$ cat src/ffpa_pkg.sv
// ----------------------------------------------------------------------------
// ffpa_pkg
// Shared constants for the first-fit / paged allocator.
// ----------------------------------------------------------------------------
package ffpa_pkg;

	localparam int SIZE_W   = 11;
	localparam int OID_W    = 16;
	localparam int PIDX_W   = 6;
	localparam int STATUS_W = 2;

	localparam logic KIND_ALLOC = 1'b0;
	localparam logic KIND_FREE  = 1'b1;

	localparam logic [STATUS_W-1:0] ST_DONE    = 2'd0;
	localparam logic [STATUS_W-1:0] ST_NOSPACE = 2'd1;
	localparam logic [STATUS_W-1:0] ST_NOID    = 2'd2;

	localparam logic [1:0] FSM_IDLE = 2'd0;
	localparam logic [1:0] FSM_P1   = 2'd1;
	localparam logic [1:0] FSM_P2   = 2'd2;
	localparam logic [1:0] FSM_HOLD = 2'd3;

endpackage

$ cat src/ffpa_cell.sv
// ----------------------------------------------------------------------------
// ffpa_cell
// One memory unit of the ring; loads its neighbor's unit on every shift.
// ----------------------------------------------------------------------------
module ffpa_cell import ffpa_pkg::*; #(
	parameter int ID_BITS = 16
) (
	input  logic               clk,
	input  logic               arst_n,
	input  logic               shift,
	input  logic               used_d,
	input  logic [ID_BITS-1:0] owner_d,
	input  logic               paged_d,
	input  logic [PIDX_W-1:0]  pidx_d,
	input  logic               mark_d,
	output logic               used,
	output logic [ID_BITS-1:0] owner,
	output logic               paged,
	output logic [PIDX_W-1:0]  pidx,
	output logic               mark
);

	logic               used_q, paged_q, mark_q;
	logic [ID_BITS-1:0] owner_q;
	logic [PIDX_W-1:0]  pidx_q;

	always_ff @(posedge clk or negedge arst_n) begin
		if (!arst_n) begin
			used_q <= 1'b0;
			mark_q <= 1'b0;
		end else if (shift) begin
			used_q <= used_d;
			mark_q <= mark_d;
		end
	end

	always_ff @(posedge clk) begin
		if (shift) begin
			owner_q <= owner_d;
			paged_q <= paged_d;
			pidx_q  <= pidx_d;
		end
	end

	assign used  = used_q;
	assign owner = owner_q;
	assign paged = paged_q;
	assign pidx  = pidx_q;
	assign mark  = mark_q;

endmodule

$ cat config.mk
export PLATFORM = sky130hd
export DESIGN_NAME = ffpa_cell
export DESIGN_NICKNAME = d
export VERILOG_FILES = /design/src/ffpa_pkg.sv /design/src/ffpa_cell.sv
export SDC_FILE = /design/constraint.sdc
export NUM_CORES = 1
export LEC_CHECK = 0
export BUFFER_PORTS_ARGS = -buffer_cell sky130_fd_sc_hd__buf_2
export CAP_MARGIN = 0
export CORE_MARGIN = 5
export CORE_UTILIZATION = 39
export CTS_CLUSTER_SIZE = 40
export DETAILED_ROUTE_END_ITERATION = 10
export PLACE_DENSITY = 0.75
export SYNTH_ARGS = -nofsm -noshare
export SYNTH_HDL_FRONTEND = slang
export SYNTH_SLANG_ARGS = --single-unit
$ cat constraint.sdc
create_clock -name clk -period 0.9 [get_ports clk]
set_clock_uncertainty 0.15 [all_clocks]
set_input_delay 0.09 -clock clk [delete_from_list [all_inputs] [get_ports clk]]
set_output_delay 0.09 -clock clk [all_outputs]
set_load 0.02 [all_outputs]
# Word-level counts from Yosys, hierarchy flattened
# Cells that the tools add are included.
dict set report totals {
  reg_bits 25
  in_bits 28
  out_inout_bits 25
  elab_cells 5
}

# Depth between registers and ports, before layout
dict set report logic_depth {
  ltp_word 0
  mapped_depth 1
  depth_no_buf 1
}

# Least setup slack after synthesis
# Ideal clock, no wire load.
dict set report synth_path {
  path_type {reg2reg}
  from {register, netlist name mark}
  to {register mark_q, in the netlist mark}
  setup_ns 0.125
  arrival_time_ns 0.701
  required_time_ns 0.625
  setup_slack_ns -0.076
  stages_incl_launch_ff 2
  path_buffers 0
  period_less_slack_ns 0.976
  cell_sequence {dfrtp_1 mux2_2}
}
# item line
set synth_lines {}
lappend synth_lines {{end signal: assignment} ffpa_cell.sv:33} ;# mark_q <= mark_d;
lappend synth_lines {{end: declaration} ffpa_cell.sv:23} ;# logic used_q, paged_q, mark_q;

# Worst setup path in the final report
dict set report layout_path {
  from {register owner_q[12], in the netlist owner[12]}
  to {output port owner[12]}
}
# item line
set layout_lines {}
lappend layout_lines {{start: declaration} ffpa_cell.sv:24} ;# logic [ID_BITS-1:0] owner_q;
lappend layout_lines {{start signal: assignment} ffpa_cell.sv:39} ;# owner_q <= owner_d;
lappend layout_lines {{end: declaration} ffpa_cell.sv:17} ;# output logic [ID_BITS-1:0] owner,
# No word-level cell between the ends.

==> flow_metrics.py <==
metrics = {
    "global_route": {
        "grt_util_all_layers": 0.1342,
        "antenna_found_initial": 0,
        "grt_max_degree": 14,
        "grt_pass1_vias": 595,
        "grt_first_pass_wirelength_um": 2642,
        "overflow": 0,
    },
    "sta": {
        "period_minus_slack_ns": 1.120,
        "fin_crit_sh": 1.244,
        "max-slew-margin-rel": 0.8786,
        "fin_setup_tns_ns": -4.875,
        "rsz0062_at_grt": "true",
        "fin_hold_ws_ns": -0.1389,
        "drv_slew": 0,
        "setup_violations": 29,
        "fmax_mhz": 893.2,
        "worst_slack_ns": -0.2196,
        "finalHoldViolCount": 1,
        "tightest_slew_ns": 0.1822,
    },
    "floorplanning": {
        "die_h_um": 54.24,
        "die_w_um": 54.24,
        "start_util": 0.3971,
        "io_pins": 53,
        "die-area_um2": 2942,
        "core.rowCount": 16,
        "core-area_um2": 1922,
    },
    "synth": {
        "yosys_register_bits": 25,
        "synthSimpleGateAreaFrac": 0,
        "synth-compound-area-share": 0,
        "ys_warn_count": 0,
        "netlist_instances": 27,
        "synth_nets": 55,
        "yosysSeqAreaShare": 0.9705,
        "syn_area_per_cell_um2": 28.27,
        "synthAdderAreaFrac": 0,
        "synth.cell_area_um2": 763.2,
        "yosysUniqueCellTypes": 3,
        "yosys.area_share.xor_xnor": 0,
        "netlist.area_leader.share": 0.9049,
        "synth_top_family_by_area": "multiplexers",
        "synth_largest_area_cell": "edfxtp_1",
        "synth.area.top_cells": "edfxtp_1 (90%), dfrtp_1 (6.6%), mux2_2 (3.0%)",
        "synthMuxAreaShare": 0.02951,
    },
    "worst_setup_path": {
        "r2r-end": "used",
        "crit_chain": "buf_6",
        "cp.arrival_ns": 0.88,
        "worstPathMaxFanout": 1,
        "crit_path_end_kind": "output pin",
        "critical_path.top_delay_family": "flip-flops",
        "crit_end": "owner[12]",
        "slowest_stage": "edfxtp_1",
        "critPathLaunchType": "register",
        "r2r_cells": 1,
        "r2r_slack_ns": -0.03,
        "cp.depth": 1,
        "rr_startpoint": "used",
        "crit_type": "register to output pin",
        "crit_start": "owner[12]",
        "slowest_delay_ns": 0.42,
        "critPathBufInv": 1,
        "required_ns": 0.66,
    },
    "drt": {
        "vias": 589,
        "viasPerCell": 4.207,
        "initialDrtViolationCount": 4,
        "avgRoutedWirePerCell_um": 13.51,
        "drtAntennaViolNets": 0,
        "drt_pre_antenna_iters": 3,
        "drc_errors": 0,
        "drt_wl_total_um": 1891,
    },
    "clocking": {
        "cts.sinks": 25,
        "cts_tree": "done",
        "cts_buffers": 3,
        "clkTransAtPathRegs_ns": 0.12,
        "htreeDepth": 1,
        "clock_latency_ns": 0.30,
        "cts_buffer_depth": 2,
        "cts_root_buffer": "clkbuf_4",
    },
    "status": {
        "run_status": "finished, violations left",
        "violations": "hold timing, setup timing",
    },
    "finish": {
        "diodes": 0,
        "area_delta_synth_final_pct": 100.0,
        "drive_gt1_frac": 0.5575,
        "finalNonFillerCells": 140,
        "final_cell_area_um2": 1526,
        "fin_nets": 142,
    },
    "placed_design": {
        "place_area_um2": 1115,
        "hpwl_um": 1224,
        "dp_cells": 110,
        "gp_congestion": 0.6934,
        "dp_slack_ns": -0.01801,
        "portBuffers": 52,
    },
    "worst_hold_path": {
        "hold_path.class": "input pin to register",
    },
    "power_and_ir_drop": {
        "peakVddDrop_uv": 994.6,
        "powerDensity_nw_per_um2": 1557,
        "power_leakage_uw": 0.0006532,
    },
    "run": {
        "drv_cap": 0,
    },
}
-- state kept, by name, summed over array words and instances (netlist names) --
| signal | count |
|---|---|
| owner | 16 |
| pidx | 6 |
| mark | 1 |
| paged | 1 |
| used | 1 |
-- per-layer routing --
layer  track usage  wire length, µm
met1        0.1205              600
met2        0.2610             1119
met3       0.04360              144
met4       0.06639               27
met5             0                0
-- where the power goes --
part           switching (µW)  internal [µW]  leakage [µW]  total (µW)
Sequential               40.4           1370      0.000246        1410
Clock                     294            173     0.0000150         467
Combinational             210            286      0.000392         496
-- metrics by stage --
| step | util | power [µW] |
|---|---|---|
| after floorplan | - | 1557 |
| after global placement | 0.5801 | 1737 |
| after detailed placement | 0.5801 | 1746 |
| after CTS | 0.7402 | 2323 |
| after global routing | 0.7943 | 2497 |
| final | 0.7943 | 2376 |
-- how the worst min path moves through the flow --
stage,startpoint,end,slack (ns),cells past startpoint
floorplan,arst_n,mark,-0.36,0
global placement,arst_n,mark,-0.27,1
detailed placement,arst_n,used,-0.27,1
CTS,mark_d,mark,-0.15,2
global route,used_d,used,-0.16,2
finish,used_d,used,-0.14,2
-- layout make-up --
type,count,area [µm²]
clock buffers,4,26.28
fillers,120,395.4
multi-input cells,2,22.52
flip-flops and latches,25,743.2
well taps,27,33.78
repair buffers,82,700.7
-- cell families (layout without fill, tap and decap cells) --
kind of cell | count (synthesis) | in the layout
DFF | 25 | 25
muxes | 2 | 2
buffers and inverters | 0 | 86
-- layout by cell type, fill, tap and decap left out --
cell type	synthesis	final
buf_12	0	2
dfrtp_2	0	2
buf_2	0	32
buf_4	0	2
clkbuf_4	0	3
clkbuf_1	0	1
mux2_2	2	2
edfxtp_1	23	23
buf_6	0	20
dlygate4sd3_1	0	26
-- synthesized netlist by cell type --
master    number
mux2_2         2
edfxtp_1      23
dfrtp_1        2
-- repair_timing --
action / CTS / global route
resized for setup: 10 / 30
hold endpoints to repair: 27 / 2
hold buffers: 25 / 1
endpoints found under the setup margin: 27 / 27
setup buffers: 0 / 0
(Power assumes the default switching activity.)
